## src/hw/rtl/pem_pkg.sv

```systemverilog
// Shared types and constants for the Prewitt edge magnitude block.
// Used by the front, queue, back and top-level modules; depends on nothing.
package pem_pkg;

    // Configuration register indexes.
    typedef enum logic [0:0] {
        REG_FRAME_WIDTH  = 1'b0,
        REG_FRAME_HEIGHT = 1'b1
    } cfg_reg_t;

    localparam logic [12:0] FRAME_WIDTH_RESET  = 13'd640;
    localparam logic [12:0] FRAME_HEIGHT_RESET = 13'd480;
    localparam logic [12:0] MIN_FRAME_SIZE     = 13'd3;
    localparam logic [12:0] MAX_ROWS           = 13'd4096;
    localparam logic [7:0]  SAT_VALUE          = 8'd255;

    // Queue between the front and back parts.
    localparam int QUEUE_DEPTH = 4;
    localparam int QUEUE_AW    = $clog2(QUEUE_DEPTH);
    localparam int QUEUE_CW    = QUEUE_AW + 1;

    // An interior window, reduced to its top, bottom, left and right edge sums, position and frame-last flag.
    typedef struct packed {
        logic [9:0]  top_sum;
        logic [9:0]  bot_sum;
        logic [9:0]  left_sum;
        logic [9:0]  right_sum;
        logic [11:0] centre_row;
        logic [11:0] centre_col;
        logic        frame_last;
    } sums_t;

endpackage

```

## src/hw/rtl/pem_back.sv

```systemverilog
// Back part: absolute gradients, clamping and the output register.
// Depends on pem_pkg for the entry type and saturation constant.
module pem_back (
    input  logic           clk,
    input  logic           rst_n,
    input  logic           q_valid,
    input  pem_pkg::sums_t head,
    output logic           pop,
    output logic           out_valid,
    input  logic           out_ready,
    output logic [7:0]     edge_row_grad,
    output logic [7:0]     edge_col_grad,
    output logic [7:0]     edge_sum,
    output logic [11:0]    centre_row,
    output logic [11:0]    centre_col,
    output logic           frame_last
);

    logic       out_valid_reg;
    logic [7:0] row_grad_reg, col_grad_reg, sum_reg;
    logic [11:0] row_reg, col_reg;
    logic       last_reg;
    logic [9:0] d_row, d_col;
    logic [7:0] g_row, g_col;
    logic [8:0] g_sum;

    assign pop = q_valid & (~out_valid_reg | out_ready);

    always_comb
    begin
        d_row = (head.bot_sum >= head.top_sum) ? head.bot_sum - head.top_sum
                                               : head.top_sum - head.bot_sum;
        d_col = (head.right_sum >= head.left_sum) ? head.right_sum - head.left_sum
                                                  : head.left_sum - head.right_sum;
        g_row = (d_row[9:8] != 2'b00) ? pem_pkg::SAT_VALUE : d_row[7:0];
        g_col = (d_col[9:8] != 2'b00) ? pem_pkg::SAT_VALUE : d_col[7:0];
        g_sum = 9'(g_row) + 9'(g_col);
    end

    always_ff @(posedge clk or negedge rst_n)
    begin
        if (!rst_n)
        begin
            out_valid_reg <= 1'b0;
        end
        else if (pop)
        begin
            out_valid_reg <= 1'b1;
        end
        else if (out_ready)
        begin
            out_valid_reg <= 1'b0;
        end
    end

    always_ff @(posedge clk)
    begin
        if (pop)
        begin
            row_grad_reg <= g_row;
            col_grad_reg <= g_col;
            sum_reg      <= g_sum[8] ? pem_pkg::SAT_VALUE : g_sum[7:0];
            row_reg      <= head.centre_row;
            col_reg      <= head.centre_col;
            last_reg     <= head.frame_last;
        end
    end

    assign out_valid     = out_valid_reg;
    assign edge_row_grad = row_grad_reg;
    assign edge_col_grad = col_grad_reg;
    assign edge_sum      = sum_reg;
    assign centre_row    = row_reg;
    assign centre_col    = col_reg;
    assign frame_last    = last_reg;

    // A held result is never overwritten before the consumer takes it.
    assert property (@(posedge clk) disable iff (!rst_n)
        (out_valid_reg && !out_ready) |-> !pop)
        else $error("output register overwritten while stalled");

endmodule

```

## config.mk

```make
export PLATFORM = sky130hd
export DESIGN_NAME = pem_back
export DESIGN_NICKNAME = d
export VERILOG_FILES = /design/src/hw/rtl/pem_pkg.sv /design/src/hw/rtl/pem_back.sv
export SDC_FILE = /design/constraint.sdc
export NUM_CORES = 1
export LEC_CHECK = 0
export ABC_AREA = 1
export BUFFER_PORTS_ARGS = -buffer_cell sky130_fd_sc_hd__buf_2
export CORE_ASPECT_RATIO = 0.8
export CORE_MARGIN = 2
export CORE_UTILIZATION = 58
export CTS_CLUSTER_SIZE = 25
export DETAILED_ROUTE_END_ITERATION = 12
export PLACE_DENSITY_LB_ADDON = 0.1
export SLEW_MARGIN = 20
export SYNTH_ARGS = -nofsm -noshare
export SYNTH_HDL_FRONTEND = slang
export SYNTH_SLANG_ARGS = --single-unit
export TNS_END_PERCENT = 100
```

## constraint.sdc

```tcl
create_clock -name clk -period 7.9 [get_ports clk]
set_clock_uncertainty 0.1 [all_clocks]
set_input_delay 1.58 -clock clk [delete_from_list [all_inputs] [get_ports clk]]
set_output_delay 1.58 -clock clk [all_outputs]
set_load 0.05 [all_outputs]
```

==> results of run 1 <==
==> synth_stat cells (7+ instances only) <==
cell type,n,area (µm²)
edfxtp_1,49,1470
nor2_1,15,56.3
xnor2_1,7,61.3
nand3_1,34,170
nand2_1,184,691
inv_1,112,420
a21oi_1,25,125
ha_1,46,576
nand2_2,14,87.6
nand4_1,10,62.6
xor2_1,15,131
==> metrics by stage <==
step / power, mW / worst slack [ns] / utilization, %
final: 0.949 / 2.99 / 70.5
after global routing: 1.02 / 2.61 / 70.5
after CTS: 0.952 / 3.01 / 70.5
after detailed placement: 0.779 / 2.71 / 69.0
after global placement: 0.765 / 2.87 / 69.0
after floorplan: 0.681 / 1.51 / -
==> critical path, cell delays in order <==
cell and delay, ns:
buf_2 0.09, inv_1 0.04, ha_1 0.41, nand2_2 0.14, inv_1 0.06, nand2_1 0.06
nand2_1 0.06, nand2_1 0.09, nand4_2 0.25, nand3_1 0.19, nand2_1 0.11, nor2_4 0.17
nand2_1 0.10, ha_1 0.23, fa_1 0.41, nand3_1 0.09, nand3_1 0.13, a21oi_1 0.49
nand3_1 0.13
==> worst paths after layout <==
check / to / depth (start not counted) / startpoint
min in group asynchronous: out_valid / 1 / rst_n
min reg2reg: out_valid / 2 / out_valid
max reg2reg: centre_row[6] / 2 / out_valid
max in group asynchronous: out_valid / 1 / rst_n
min: out_valid / 2 / out_valid
max: edge_sum[5] / 19 / head[29]
==> report_power, final <==
group          total [mW]  switching [mW]  leakage (nW)  internal (mW)
registers           0.328         0.00499         0.446          0.323
logic               0.450           0.306          2.25          0.145
clock network       0.171          0.0767        0.0514         0.0943
==> metal layers <==
layer	vias up	global-route usage (%)
met5	-	0
met4	0	5.14
met3	12	2.44
met2	164	37.5
met1	1708	33.2
li1	2030	-
==> logic make-up after synthesis <==
kind of cell	Yosys count	share of synthesized area, %
buffers and inverters	126	11.4
XOR/XNOR	22	4.35
flip-flops	50	33.8
AO/OA/AOI/OAI	37	4.61
AND/OR/NAND/NOR	287	30.6
adder cells (fa/ha/maj)	51	15.3
==> area by class of cell <==
type / count / area (µm²)
Sequential cell: 50 / 1500
Inverter: 116 / 435
Fill cell: 638 / 2180
Multi-Input combinational cell: 397 / 2440
Clock buffer: 6 / 72.6
Timing Repair Buffer: 120 / 603
Clock inverter: 2 / 37.5
Tap cell: 105 / 131
==> reports/results.txt, run 1 <==
post-synthesis sequential area ratio: 33.8%
largest net degree at the start of global routing: 51
Hold Fails Final Rpt: 0
Seq cells post-synth: 50
antenna violations before repair: 0
met2 WL: 4260 µm
hpwl dp: 8110 µm
CP max FO: 11
CTS root buf: clkbuf_8
core area: 7390 µm²
1st-iter DRT viols: 172
relative slew slack: 60.8%
CP Data Required Time: 7.83 ns
Sink Count: 50
cts hold-fix bufs: 0
Slew @ Worst Pin: 0.587 ns
die area: 8350 µm²
WL per Instance: 12.0 µm
clk slew on worst S/H paths: 0.08 ns
Metal-1 WL: 4330 µm
WP data arrival: 4.84 ns
Max H-tree Level: 2
first-pass GRT wire length: 15400 µm
nets: 810
CTS Buffer Depth: 2
crit path time final: 4.91 ns
routability-driven placement congestion ratio: 0.943
post-route ant nets: 0
Synth Net Count: 693
cell count after synthesis: 573
post-route cell area: 5210 µm²
Fin Setup TNS: 0 ns
Worst R2R Setup Slack: 6.34 ns
Synth-to-Final Area Change: 17.8%
Final setup viols: 0
Synth Flop Type: edfxtp_1
Die X: 102 µm
chip height: 82.1 µm
routed wl met3: 820 µm
Setup Fix Bufs, Post-CTS: 0
startpoint type of the worst setup path: primary input
via/cell ratio: 4.92
Placed Cells: 788
pwr dens: 182 nW/µm²
most common cell after layout, fill and taps aside: nand2_1
placed cell area: 5100 µm²
Initial Util: 59.9%
Top Metal Used: met4
Top Ports: 120
Worst-Skew Late Latency: 0.30 ns
most frequent cells in the layout: nand2_1, buf_2, inv_1, edfxtp_1, ha_1
period utilization: 62.1%
CTS tree: built
CP endpoint kind: register
Post-Route WL: 9530 µm
Ys Warns: 0
DR DRC count: 0
Pins Over Slew Limit: 0
syn_area_per_cell: 7.72 µm²
GRT Util Overall: 23.0%
Resized Gates After CTS: 0
max cap viols: 0
asr flop ratio synth: 2.00%
FMAX: 204 MHz
Hold Path Class: register to register
status: completed
worst vdd ir: 0.115 mV
synth unique cells: 33
Post-synth EDFFs: 49
unrepaired setup endpoints after global routing: no
router iterations before antenna repair: 5
final hold slack: 0.469 ns
vias: 3914
layout cells sized above 1: 25.2%
Pleak: 2.74 nW
number of I/O port buffers: 119
grt ovf: 0
Finished Layout Cells: 796
row count: 28
kind of critical path: primary input to register
vias in the first global route: 3457
mapped cell area: 4430 µm²
antenna cells: 0
CTS Buf Count: 5
No activity file was read; power rests on OpenSTA's default activity.
==> run 2, diff against run 1 <==
--- a/config.mk
+++ b/config.mk
@@ -9,7 +9,7 @@
 export BUFFER_PORTS_ARGS = -buffer_cell sky130_fd_sc_hd__buf_2
 export CORE_ASPECT_RATIO = 0.8
 export CORE_MARGIN = 2
-export CORE_UTILIZATION = 58
+export CORE_UTILIZATION = 49
 export CTS_CLUSTER_SIZE = 25
 export DETAILED_ROUTE_END_ITERATION = 12
 export PLACE_DENSITY_LB_ADDON = 0.1
==> constraint.sdc (replaced) <==
create_clock -name clk -period 4.38 [get_ports clk]
set_clock_uncertainty 0.1 [all_clocks]
set_input_delay 0.876 -clock clk [delete_from_list [all_inputs] [get_ports clk]]
set_output_delay 0.876 -clock clk [all_outputs]
set_load 0.05 [all_outputs]
==> run 2 against run 1 <==
Effect of this change:
- power up 93%
- cell count up 1.4%
- critical endpoint is now edge_sum[7]
- largest power group unchanged
- setup slack worse by 2.6 ns
- critical path type unchanged
==> reports/results.txt, run 2 (synthesis results as in run 1) <==
Final setup viols: 0 (unchanged)
FMAX: 250 MHz
Hold Fails Final Rpt: 0 (unchanged)
clk slew on worst S/H paths: 0.06 ns (was 0.08 ns)
CTS root buf: clkbuf_16 (was clkbuf_8)
worst vdd ir: 0.304 mV (was 0.115 mV)
unrepaired setup endpoints after global routing: no (unchanged)
slowest cell on the critical path: fa_1 (was a21oi_1)
Hold Path Class: primary input to asynchronous set/reset pin (was register to register)
antenna cells: 0 (unchanged)
Worst-Skew Late Latency: 0.28 ns (was 0.30 ns)
WL per Instance: 12.5 µm (was 12.0 µm)
crit path time final: 4.00 ns
CP endpoint kind: register (unchanged)
status: completed (unchanged)
largest net degree at the start of global routing: 50 (was 51)
worst path bufs/invs: 3 (unchanged)
kind of critical path: primary input to register (unchanged)
Max H-tree Level: 2 (unchanged)
CTS tree: built (unchanged)
cts hold-fix bufs: 0 (unchanged)
nets: 814 (was 810)
startpoint type of the worst setup path: primary input (unchanged)
pwr dens: 346 nW/µm² (was 182 nW/µm²)
antenna violations before repair: 0 (unchanged)
Initial Util: 51.3% (was 59.9%)
router iterations before antenna repair: 4 (was 5)
number of I/O port buffers: 119 (unchanged)
CP Data Required Time: 4.30 ns (was 7.83 ns)
Pleak: 2.79 nW (was 2.74 nW)
Post-Route WL: 10100 µm (was 9530 µm)
via/cell ratio: 4.77 (was 4.92)
max cap viols: 0 (unchanged)
Placed Cells: 799 (was 788)
Setup Fix Bufs, Post-CTS: 0 (unchanged)
relative slew slack: 60.2% (was 60.8%)
row count: 30 (was 28)
Pins Over Slew Limit: 0 (unchanged)
Resized Gates After CTS: 0 (unchanged)
1st-iter DRT viols: 283 (was 172)
grt ovf: 0 (unchanged)
Die X: 110 µm (was 102 µm)
WP data arrival: 3.92 ns (was 4.84 ns)
layout cells sized above 1: 25.6% (was 25.2%)
Top Ports: 120 (unchanged)
CTS Buf Count: 5 (unchanged)
chip height: 89 µm (was 82.1 µm)
die area: 9810 µm² (was 8350 µm²)
vias: 3847 (was 3914)
first-pass GRT wire length: 16300 µm (was 15400 µm)
max incr delay on CP: 0.41 ns (was 0.49 ns)
post-route ant nets: 0 (unchanged)
core area: 8630 µm² (was 7390 µm²)
routability-driven placement congestion ratio: 0.939 (was 0.943)
CP max FO: 8 (was 11)
most common cell after layout, fill and taps aside: nand2_1 (unchanged)
cell family with the largest share of critical-path delay: adder cells (was simple AND/OR/NAND/NOR gates)
most used cell, CP: nand2_1 (unchanged)
hpwl dp: 8640 µm (was 8110 µm)
DR DRC count: 0 (unchanged)
most frequent cells in the layout: nand2_1, buf_2, inv_1, edfxtp_1, ha_1 (unchanged)
Fin Setup TNS: 0 ns (unchanged)
Sink Count: 50 (unchanged)
final core utilization: 61.5% (was 70.5%)
GRT Util Overall: 20.9% (was 23.0%)
vias in the first global route: 3493 (was 3457)
period utilization: 91.2%
Slew @ Worst Pin: 0.597 ns (was 0.587 ns)
Synth-to-Final Area Change: 20.0% (was 17.8%)
Fillers: 805 (was 638)
final hold slack: 0.255 ns (was 0.469 ns)
CP cell instances: buf_2 -> ha_1 -> fa_1 -> nand3b_1 -> nand2_1 -> nand2_1 -> nand2_1 -> nand2_1 -> nand2_1 -> inv_1 -> nand2_2 -> nand2_4 -> nor2_8 -> nand2_2 -> ha_1 -> fa_1 -> nand3_1 -> nand3_1 -> a21oi_1 -> buf_4 -> nand3b_1 (was buf_2 -> inv_1 -> ha_1 -> nand2_2 -> inv_1 -> nand2_1 -> nand2_1 -> nand2_1 -> nand4_2 -> nand3_1 -> nand2_1 -> nor2_4 -> nand2_1 -> ha_1 -> fa_1 -> nand3_1 -> nand3_1 -> a21oi_1 -> nand3_1)
CTS Buffer Depth: 2 (unchanged)
Finished Layout Cells: 807 (was 796)
run 2: changes by cell type in the layout (fill, tap and decap cells not counted):
cell	previous run	this run
clkbuf_16	0	5
clkbuf_8	5	0
buf_4	1	5
run 2: layout make-up:
cell class / instances / area [µm²] / share of cell area, %
clock inverters: 2 / 37.5 / 0.707
clock buffers: 6 / 129 / 2.43
repair buffers: 124 / 633 / 11.9
flip-flops and latches: 50 / 1500 / 28.2
well taps: 112 / 140 / 2.64
inverters: 116 / 435 / 8.20
multi-input cells: 397 / 2440 / 45.9
run 2: worst paths after layout:
path                       slack (ns)  depth (start not counted)            end  startpoint
max                              0.38                         21    edge_sum[7]    head[45]
min in group clk                 0.47                          2      out_valid   out_valid
max in group asynchronous        3.84                          1      out_valid       rst_n
min                              0.26                          1      out_valid       rst_n
min reg2reg                      0.47                          2      out_valid   out_valid
max reg2reg                      2.76                          2  centre_row[8]   out_valid
run 2: per-stage QoR:
stage	instance area (µm²)	setup slack, ns	power, mW
after detailed placement	5140	0.151	1.42
after CTS	5310	0.412	1.84
after floorplan	4430	0.370	1.23
after global routing	5310	0.0984	1.97
after global placement	5140	0.241	1.40
final	5310	0.384	1.84
run 2: power by group:
group	internal [mW]	switching [mW]
Sequential	0.583	0.00953
Clock	0.269	0.151
Combinational	0.269	0.553
run 2: layer usage:
layer	track usage (%)	up-vias	wire [µm]
met5	0	-	0
met4	2.84	0	62
li1	-	2039	-
met1	32.6	1685	5180
met3	1.97	6	684
met2	32.0	117	4150
