`config.mk`:
```
export PLATFORM = sky130hd
export DESIGN_NAME = pem_queue
export DESIGN_NICKNAME = d
export VERILOG_FILES = /design/src/hw/rtl/pem_pkg.sv /design/src/hw/rtl/pem_queue.sv
export SDC_FILE = /design/constraint.sdc
export NUM_CORES = 1
export LEC_CHECK = 0
export BUFFER_PORTS_ARGS = -buffer_cell sky130_fd_sc_hd__buf_2
export CORE_AREA = 2 2 137 139
export CTS_CLUSTER_SIZE = 30
export DETAILED_ROUTE_END_ITERATION = 10
export DIE_AREA = 0 0 139 141
export GPL_TIMING_DRIVEN = 1
export PLACE_DENSITY = 0.76
export SYNTH_ARGS = -nofsm -noshare
export SYNTH_HDL_FRONTEND = slang
export SYNTH_SLANG_ARGS = --single-unit
```
`constraint.sdc`:
```
create_clock -name clk -period 4.3 [get_ports clk]
set_input_delay 0.43 -clock clk [delete_from_list [all_inputs] [get_ports clk]]
set_output_delay 0.43 -clock clk [all_outputs]
set_load 0.03 [all_outputs]
```
`src/hw/rtl/pem_pkg.sv`:
```
// Shared types and constants for the Prewitt edge magnitude block.
// Used by the front, queue, back and top-level modules; depends on nothing.
package pem_pkg;

    // Configuration register indexes.
    typedef enum logic [0:0] {
        REG_FRAME_WIDTH  = 1'b0,
        REG_FRAME_HEIGHT = 1'b1
    } cfg_reg_t;

    localparam logic [12:0] FRAME_WIDTH_RESET  = 13'd640;
    localparam logic [12:0] FRAME_HEIGHT_RESET = 13'd480;
    localparam logic [12:0] MIN_FRAME_SIZE     = 13'd3;
    localparam logic [12:0] MAX_ROWS           = 13'd4096;
    localparam logic [7:0]  SAT_VALUE          = 8'd255;

    // Queue between the front and back parts.
    localparam int QUEUE_DEPTH = 4;
    localparam int QUEUE_AW    = $clog2(QUEUE_DEPTH);
    localparam int QUEUE_CW    = QUEUE_AW + 1;

    // An interior window, reduced to its top, bottom, left and right edge sums, position and frame-last flag.
    typedef struct packed {
        logic [9:0]  top_sum;
        logic [9:0]  bot_sum;
        logic [9:0]  left_sum;
        logic [9:0]  right_sum;
        logic [11:0] centre_row;
        logic [11:0] centre_col;
        logic        frame_last;
    } sums_t;

endpackage

```
`src/hw/rtl/pem_queue.sv`:
```
// Short queue of edge sums between the front and back parts.
// Depends on pem_pkg for the entry type and depth.
module pem_queue (
    input  logic                         clk,
    input  logic                         rst_n,
    input  logic                         push,
    input  pem_pkg::sums_t               push_data,
    input  logic                         pop,
    output logic                         q_valid,
    output pem_pkg::sums_t               head,
    output logic [pem_pkg::QUEUE_CW-1:0] count
);

    pem_pkg::sums_t                   mem_reg [pem_pkg::QUEUE_DEPTH];
    logic [pem_pkg::QUEUE_AW-1:0]     wr_ptr_reg, rd_ptr_reg;
    logic [pem_pkg::QUEUE_CW-1:0]     count_reg;

    always_ff @(posedge clk or negedge rst_n)
    begin
        if (!rst_n)
        begin
            wr_ptr_reg <= '0;
            rd_ptr_reg <= '0;
            count_reg  <= '0;
        end
        else
        begin
            if (push)
            begin
                wr_ptr_reg <= wr_ptr_reg + pem_pkg::QUEUE_AW'(1);
            end
            if (pop)
            begin
                rd_ptr_reg <= rd_ptr_reg + pem_pkg::QUEUE_AW'(1);
            end
            count_reg <= count_reg + pem_pkg::QUEUE_CW'(push) - pem_pkg::QUEUE_CW'(pop);
        end
    end

    always_ff @(posedge clk)
    begin
        if (push)
        begin
            mem_reg[wr_ptr_reg] <= push_data;
        end
    end

    assign q_valid = (count_reg != '0);
    assign head    = mem_reg[rd_ptr_reg];
    assign count   = count_reg;

    assert property (@(posedge clk) disable iff (!rst_n)
        push |-> (count_reg < pem_pkg::QUEUE_CW'(pem_pkg::QUEUE_DEPTH)) || pop)
        else $error("edge queue overflow");

    assert property (@(posedge clk) disable iff (!rst_n)
        pop |-> count_reg != '0)
        else $error("edge queue underflow");

endmodule

```
==> results.tsv, run 1 <==
stage	metric	value	unit
power	switching_share	33.5	%
floorplanning	core.rowCount	50	
synth	synth.yosys.warnings	0	
clock_tree	clk_pin_slew_worst_paths	0.06	ns
worst_setup_path	cp.arrival	2.56	ns
power	power.combinational.fraction	31.1	%
floorplanning	core_area	18300	um2
sta	setup_viol	0	
worst_setup_path	critical_path.top_delay_family	flip-flops	
routing	postRouteWirelength	16700	um
floorplanning	initial_utilization	53.6	%
placed_design	post-place-ws	1.76	ns
synth	synth-xor-area-share	0.447	%
job	cap_violations	0	
synth	synth.ff_latch_count	267	
synth	post_synth_mux_area_share	14.9	%
power	power.static_leakage	3.94	nW
layout	layout-drive-gt1-share	44.7	%
routing	route.detailed.vias_per_inst	5.59	
routing	detail_route.first_pass.iterations	6	
sta	postLayoutSetupSlackWorst	1.31	ns
power	power.share.clock	24.4	%
layout	n_antenna_cell	0	
routing	drt_drc_violations_left	0	
worst_setup_path	path_class	flip-flop to output pin	
synth	post_synthesis_adder_cell_area_fraction	0.971	%
worst_setup_path	critical_path.max_fanout	36	
power	power.share.sequential	44.5	%
clock_tree	cts.htree.levels	1	
sta	timing.final.hold_violations	0	
sta	finalSetupTns	0	ns
worst_hold_path	holdCritStartpoint	push_data[5]	
synth	synth_cells	373	
clock_tree	post_cts_setup_inserts	0	
worst_setup_path	end_kind	output pin	
worst_setup_path	critical_path.max_stage_delay	0.88	ns
worst_hold_path	worst_hold_path_type	input pin to flip-flop	
synth	yosysSeqAreaShare	81.5	%
synth	netlist-cell-type-count	17	
sta	period_utilization_post_route	69.5	%
clock_tree	clockBufferDepth	3	
synth	average_cell_area_after_synthesis	26.3	um2
worst_setup_path	critical_path_required	3.87	ns
sta	slew_viol_final	0	
layout	fin_nets	601	
worst_setup_path	timing.rr.end	mem_reg[2][12]	
floorplanning	io-pin-count	138	
layout	layout-area-overhead-vs-synth	16.9	%
worst_setup_path	timing.rr.start	wr_ptr_reg[0]	
floorplanning	fp.dieArea	19600	um2
placed_design	port_buffers	137	
global_routing	gr-total-overflow	0	
worst_hold_path	hold_path_depth	1	
routing	first_iter_violations	274	
outcome	outcome	finished clean	
sta	tightest_slew	1.03	ns
sta	max-slew-margin-rel	31.2	%
worst_setup_path	crit_path_cell_trace	buf_12 -> mux4_2 -> buf_2	
worst_setup_path	critical_path_buf_inv_count	2	
synth	synth_fp_nets	449	
placed_design	postPlaceCellArea	10700	um2
clock_tree	tritoncts_clock_tree	yes	
global_routing	antenna_found_initial	0	
synth	post_synth_and_or_nand_nor_area_fraction	0.396	%
clock_tree	ctsResizeCount	0	
layout	post-route-util	62.7	%
sta	rsz0062_at_grt	no	
layout	non_filler_instance_count_after_layout	778	
global_routing	first_global_vias	4765	
power	switching_power	2.84	mW
clock_tree	worstSkewPairLatency	0.51	ns
placed_design	gp_routability_congestion	0.678	
clock_tree	clock_root_buffer	sky130_fd_sc_hd__clkbuf_16	
worst_setup_path	worst_path_max_delay_cell	sky130_fd_sc_hd__dfrtp_4	
sta	clock-skew-final	0.0108	ns
worst_setup_path	r2r_slack	2.39	ns
clock_tree	number_of_cts_inserted_buffers	26	
synth	dominant_combinational_cell_family_by_area_after_synthesis	multiplexers	
power	worst_ir_drop_vdd	0.452	mV
floorplanning	die_h	141	um
global_routing	grt_first_pass_wirelength	26300	um
global_routing	track_usage	17.4	%
placed_design	detailedPlacementHpwl	9400	um
routing	route.antenna.remaining_nets	0	
sta	layout_min_cycle_time	2.99	ns
worst_setup_path	reg2reg_depth	3	
floorplanning	x_dimension_of_the_die	139	um
synth	syn-cell-area	9800	um2
synth	synth-compound-area-share	0.0511	%
layout	finish.instance_area	11500	um2
power	power.density_cell_area	738	nW/um2
routing	wl_per_cell	21.4	um
layout	largest_register_ff_count	260	
clock_tree	tritoncts_num_sinks	267	
sta	fmaxAchievable	0.335	GHz
worst_setup_path	setup.worst_path.start_class	flip-flop	
power	internal-power	5.62	mW
worst_hold_path	min_to	mem_reg[2][5]	
global_routing	maximum_number_of_pins_on_one_net_before_global_route_repair	67	
routing	vias	4349	
placed_design	dp.cells	730	
[stage by stage]
stage	hold WS [ns]	total power [mW]
floorplan	0.134	5.81
finish	0.128	8.46
CTS	0.109	8.59
global route	0.114	8.85
detailed placement	0.278	6.52
global placement	0.270	6.45
[kinds of logic (layout without fill, tap and decap cells)]
kind of cell / count (synthesis) / count (layout)
AO/OA/AOI/OAI: 1 / 1
XOR/XNOR: 5 / 5
buffers and inverters: 21 / 192
adder cells (fa/ha/maj): 7 / 7
flip-flops: 267 / 267
multiplexers: 65 / 65
AND/OR/NAND/NOR: 7 / 7
[metal layers]
layer  GRT usage (%)  vias up  part of all wire [%]
met1            23.0     2299                    42
met3            4.14       26                   5.9
li1                -     1902                     -
met2            29.5      122                    51
met5               0        -                     0
met4            4.68        0                   1.7
[how the worst max path moves through the flow]
stage,from,endpoint,slack (ns),depth (start not counted)
floorplan,wr_ptr_reg[0],mem_reg[0][0],1.72,3
global placement,rd_ptr_reg[0],head[64],1.80,3
detailed placement,rd_ptr_reg[0],head[0],1.76,3
CTS,rd_ptr_reg[0],head[0],1.20,3
global route,rd_ptr_reg[0],head[0],1.12,3
finish,rd_ptr_reg[0],head[0],1.31,3
[cell usage after synthesis]
| cell type | number | area (um2) |
|---|---|---|
| sky130_fd_sc_hd__buf_4 | 3 | 22.5 |
| sky130_fd_sc_hd__and2_1 | 4 | 25.0 |
| sky130_fd_sc_hd__edfxtp_1 | 260 | 7810 |
| sky130_fd_sc_hd__buf_2 | 5 | 25.0 |
| sky130_fd_sc_hd__xnor2_1 | 2 | 17.5 |
| sky130_fd_sc_hd__fa_1 | 1 | 20.0 |
| sky130_fd_sc_hd__ha_1 | 6 | 75.1 |
| sky130_fd_sc_hd__or3_1 | 1 | 6.26 |
| sky130_fd_sc_hd__mux4_2 | 65 | 1460 |
| sky130_fd_sc_hd__xor2_1 | 3 | 26.3 |
| sky130_fd_sc_hd__o21ai_0 | 1 | 5.00 |
| sky130_fd_sc_hd__buf_6 | 1 | 11.3 |
| sky130_fd_sc_hd__clkbuf_1 | 2 | 7.51 |
| sky130_fd_sc_hd__inv_1 | 6 | 22.5 |
| sky130_fd_sc_hd__dfrtp_1 | 7 | 175 |
| sky130_fd_sc_hd__buf_12 | 4 | 80.1 |
| sky130_fd_sc_hd__nand2_1 | 2 | 7.51 |
[layout by cell type (no fill, tap or decap)]
master / Yosys / final
sky130_fd_sc_hd__clkinv_2: 0 / 5
sky130_fd_sc_hd__clkbuf_1: 2 / 12
sky130_fd_sc_hd__buf_2: 5 / 137
sky130_fd_sc_hd__dfrtp_1: 7 / 5
sky130_fd_sc_hd__xor2_1: 3 / 3
sky130_fd_sc_hd__clkinv_1: 0 / 1
sky130_fd_sc_hd__mux4_2: 65 / 65
sky130_fd_sc_hd__and2_4: 0 / 4
sky130_fd_sc_hd__clkbuf_8: 0 / 2
sky130_fd_sc_hd__xnor2_1: 2 / 2
sky130_fd_sc_hd__ha_1: 6 / 6
sky130_fd_sc_hd__dfrtp_4: 0 / 2
sky130_fd_sc_hd__nand2_1: 2 / 2
sky130_fd_sc_hd__fa_1: 1 / 1
sky130_fd_sc_hd__edfxtp_1: 260 / 260
sky130_fd_sc_hd__buf_12: 4 / 1
sky130_fd_sc_hd__dlygate4sd3_1: 0 / 1
sky130_fd_sc_hd__or3_1: 1 / 1
sky130_fd_sc_hd__inv_1: 6 / 6
sky130_fd_sc_hd__clkbuf_16: 0 / 27
sky130_fd_sc_hd__o21ai_0: 1 / 1
[timing repair]
item,4_1_cts,5_1_grt
hold buffers,1,0
hold endpoints to repair,7,0
endpoints found under the setup margin,0,0
[power by group through the flow]
stage / Sequential (mW) / Clock [mW] / Combinational [mW]
6_report: 3.76 / 2.06 / 2.63
5_1_grt: 3.83 / 2.22 / 2.80
4_1_cts: 3.79 / 2.11 / 2.69
3_5_place_dp: 3.84 / 0 / 2.68
3_3_place_gp: 3.79 / 0 / 2.65
2_1_floorplan: 3.59 / 0 / 2.22
[layout make-up]
cell class	count	area (um2)
clock buffers	41	748
clock inverters	6	28.8
fillers	1250	6810
inverters	6	22.5
multi-input cells	85	1660
flip-flops and latches	267	7990
well taps	234	293
repair buffers	139	716
(Power assumes the default switching activity.)
==> run 2, diff against run 1 <==
- clock period: 4.3 -> 2.8 ns (I/O delays scaled with it)
==> run 2 against run 1 <==
Compared with the run above:
- combinational power increased by 68%
- die area is the same
- utilization is 4.5 points higher
- flip-flop and latch count unchanged
- sequential power is 50% higher
- largest cell class unchanged
- clock power rose by 61%
- clock skew is 0.0037 ns lower
- first-iteration DRC count up 16%
- sequential share of layout area fell by 4.7 points
- cell count increased by 9.1%
==> results.tsv, run 2 (synthesized netlist as in run 1, its figures left out) <==
stage	metric	value	unit
worst_setup_path	path_class	flip-flop to output pin	
placed_design	detailedPlacementHpwl	10400	um
layout	layout.cells.most_common	sky130_fd_sc_hd__edfxtp_1	
worst_setup_path	worst_path_max_delay_cell	sky130_fd_sc_hd__dfrtp_4	
global_routing	maximum_number_of_pins_on_one_net_before_global_route_repair	40	
routing	wl_per_cell	21.2	um
clock_tree	worstSkewPairLatency	0.52	ns
power	worst_ir_drop_vdd	0.856	mV
sta	setup_viol	0	
placed_design	gp_routability_congestion	0.714	
power	power.static_leakage	4.29	nW
worst_setup_path	end_kind	output pin	
worst_setup_path	critical_path.max_fanout	27	
worst_setup_path	critical_path.max_stage_delay	0.69	ns
worst_setup_path	critical_path_buf_inv_count	2	
layout	finish.instance_area	12300	um2
job	cap_violations	0	
sta	fmaxAchievable	0.389	GHz
worst_setup_path	crit_path_cell_trace	buf_12 -> mux4_2 -> buf_2	
floorplanning	initial_utilization	53.6	%
sta	tightest_slew	0.594	ns
sta	finalSetupTns	0	ns
layout	non_filler_instance_count_after_layout	849	
floorplanning	core.rowCount	50	
routing	detail_route.first_pass.iterations	4	
floorplanning	core_area	18300	um2
layout	num-fill-cells	1180	
worst_hold_path	worst_hold_path_type	input pin to flip-flop	
sta	timing.final.hold_violations	0	
sta	rsz0062_at_grt	no	
floorplanning	x_dimension_of_the_die	139	um
routing	drt_drc_violations_left	0	
sta	period_utilization_post_route	91.8	%
clock_tree	cts.htree.levels	1	
global_routing	track_usage	18.8	%
layout	layout_common_cells	sky130_fd_sc_hd__edfxtp_1, sky130_fd_sc_hd__buf_2, sky130_fd_sc_hd__dlygate4sd3_1, sky130_fd_sc_hd__mux4_2, sky130_fd_sc_hd__clkbuf_16	
clock_tree	tritoncts_clock_tree	yes	
worst_setup_path	critical_path.top_delay_family	flip-flops	
routing	route.antenna.remaining_nets	0	
clock_tree	number_of_cts_inserted_buffers	26	
routing	route.detailed.vias_per_inst	5.41	
layout	n_antenna_cell	0	
layout	fin_nets	673	
layout	layout-area-overhead-vs-synth	25.3	%
clock_tree	tritoncts_num_sinks	267	
clock_tree	clock_root_buffer	sky130_fd_sc_hd__clkbuf_16	
worst_setup_path	cp.arrival	2.29	ns
sta	slew_viol_final	0	
layout	largest_register_ff_count	260	
global_routing	grt_first_pass_wirelength	28400	um
placed_design	postPlaceCellArea	10800	um2
routing	vias	4596	
global_routing	antenna_found_initial	0	
clock_tree	clk_pin_slew_worst_paths	0.06	ns
placed_design	dp.cells	736	
worst_setup_path	critical_path_required	2.52	ns
layout	layout-drive-gt1-share	41.3	%
global_routing	gr-total-overflow	0	
outcome	outcome	finished clean	
sta	layout_min_cycle_time	2.57	ns
global_routing	first_global_vias	5029	
clock_tree	post_cts_setup_inserts	0	
floorplanning	io-pin-count	138	
floorplanning	fp.dieArea	19600	um2
worst_setup_path	setup.worst_path.start_class	flip-flop	
sta	clock-skew-final	0.00701	ns
floorplanning	die_h	141	um
routing	postRouteWirelength	18000	um
power	power.density_cell_area	1090	nW/um2
placed_design	port_buffers	137	
sta	max-slew-margin-rel	60.4	%
clock_tree	clockBufferDepth	3	
routing	first_iter_violations	319	
==> run 2: worst paths after layout <==
check / startpoint / end / slack, ns / cells past startpoint
min in group asynchronous: rst_n / wr_ptr_reg[0] / 0.13 / 2
worst max register to register: wr_ptr_reg[0] / mem_reg[0][11] / 0.98 / 4
worst min register to register: count[2] / count[2] / 0.50 / 1
max in group asynchronous: rst_n / rd_ptr_reg[0] / 2.47 / 2
worst min-delay path: push / wr_ptr_reg[0] / 0.07 / 2
worst max-delay path: rd_ptr_reg[0] / head[8] / 0.23 / 3
==> run 2: timing repair <==
| item | 4_1_cts | 5_1_grt |
|---|---|---|
| gates resized for setup | 0 | 0 |
| hold buffers | 67 | 0 |
| endpoints found under the hold margin | 268 | 0 |
==> run 2: metal layers <==
| layer | vias up | part of all wire, % | global-route usage [%] |
|---|---|---|---|
| li1 | 2041 | - | - |
| met1 | 2394 | 41 | 25.7 |
| met2 | 136 | 52 | 32.0 |
| met3 | 25 | 5.3 | 3.53 |
| met4 | 0 | 1.7 | 4.78 |
| met5 | - | 0 | 0 |
==> run 2: through the flow <==
stage,total power [mW],util [%],setup slack [ns],hold WS [ns]
2_1_floorplan,8.92,-,0.222,-0.0156
3_3_place_gp,10.0,59.1,0.752,0.129
3_5_place_dp,10.1,59.1,0.746,0.136
4_1_cts,13.5,67.2,0.187,0.0441
5_1_grt,13.9,67.2,0.105,0.0685
6_report,13.4,67.2,0.228,0.0665
==> run 2: where the power goes <==
part           switching (mW)  internal, mW
sequential              0.393          5.24
clock                    1.38          1.93
combinational            2.69          1.72
==> run 2: cell type report <==
class                           instances  area [um2]  area share, %
Clock inverter                         16         131           1.07
Timing Repair Buffer                  211        1500           12.2
Tap cell                              234         293           2.38
Sequential cell                       267        7990           65.1
Inverter                                6        22.5          0.183
Multi-Input combinational cell         85        1660           13.5
Clock buffer                           30         687           5.60
==> run 2: worst reg2reg max path: cells and delay by family, from the launching register on <==
kind          cells  cell delay [ns]
simple gates      1             0.45
fa+ha+maj         1             0.16
buf+inv           2             0.42
flops             1             0.43
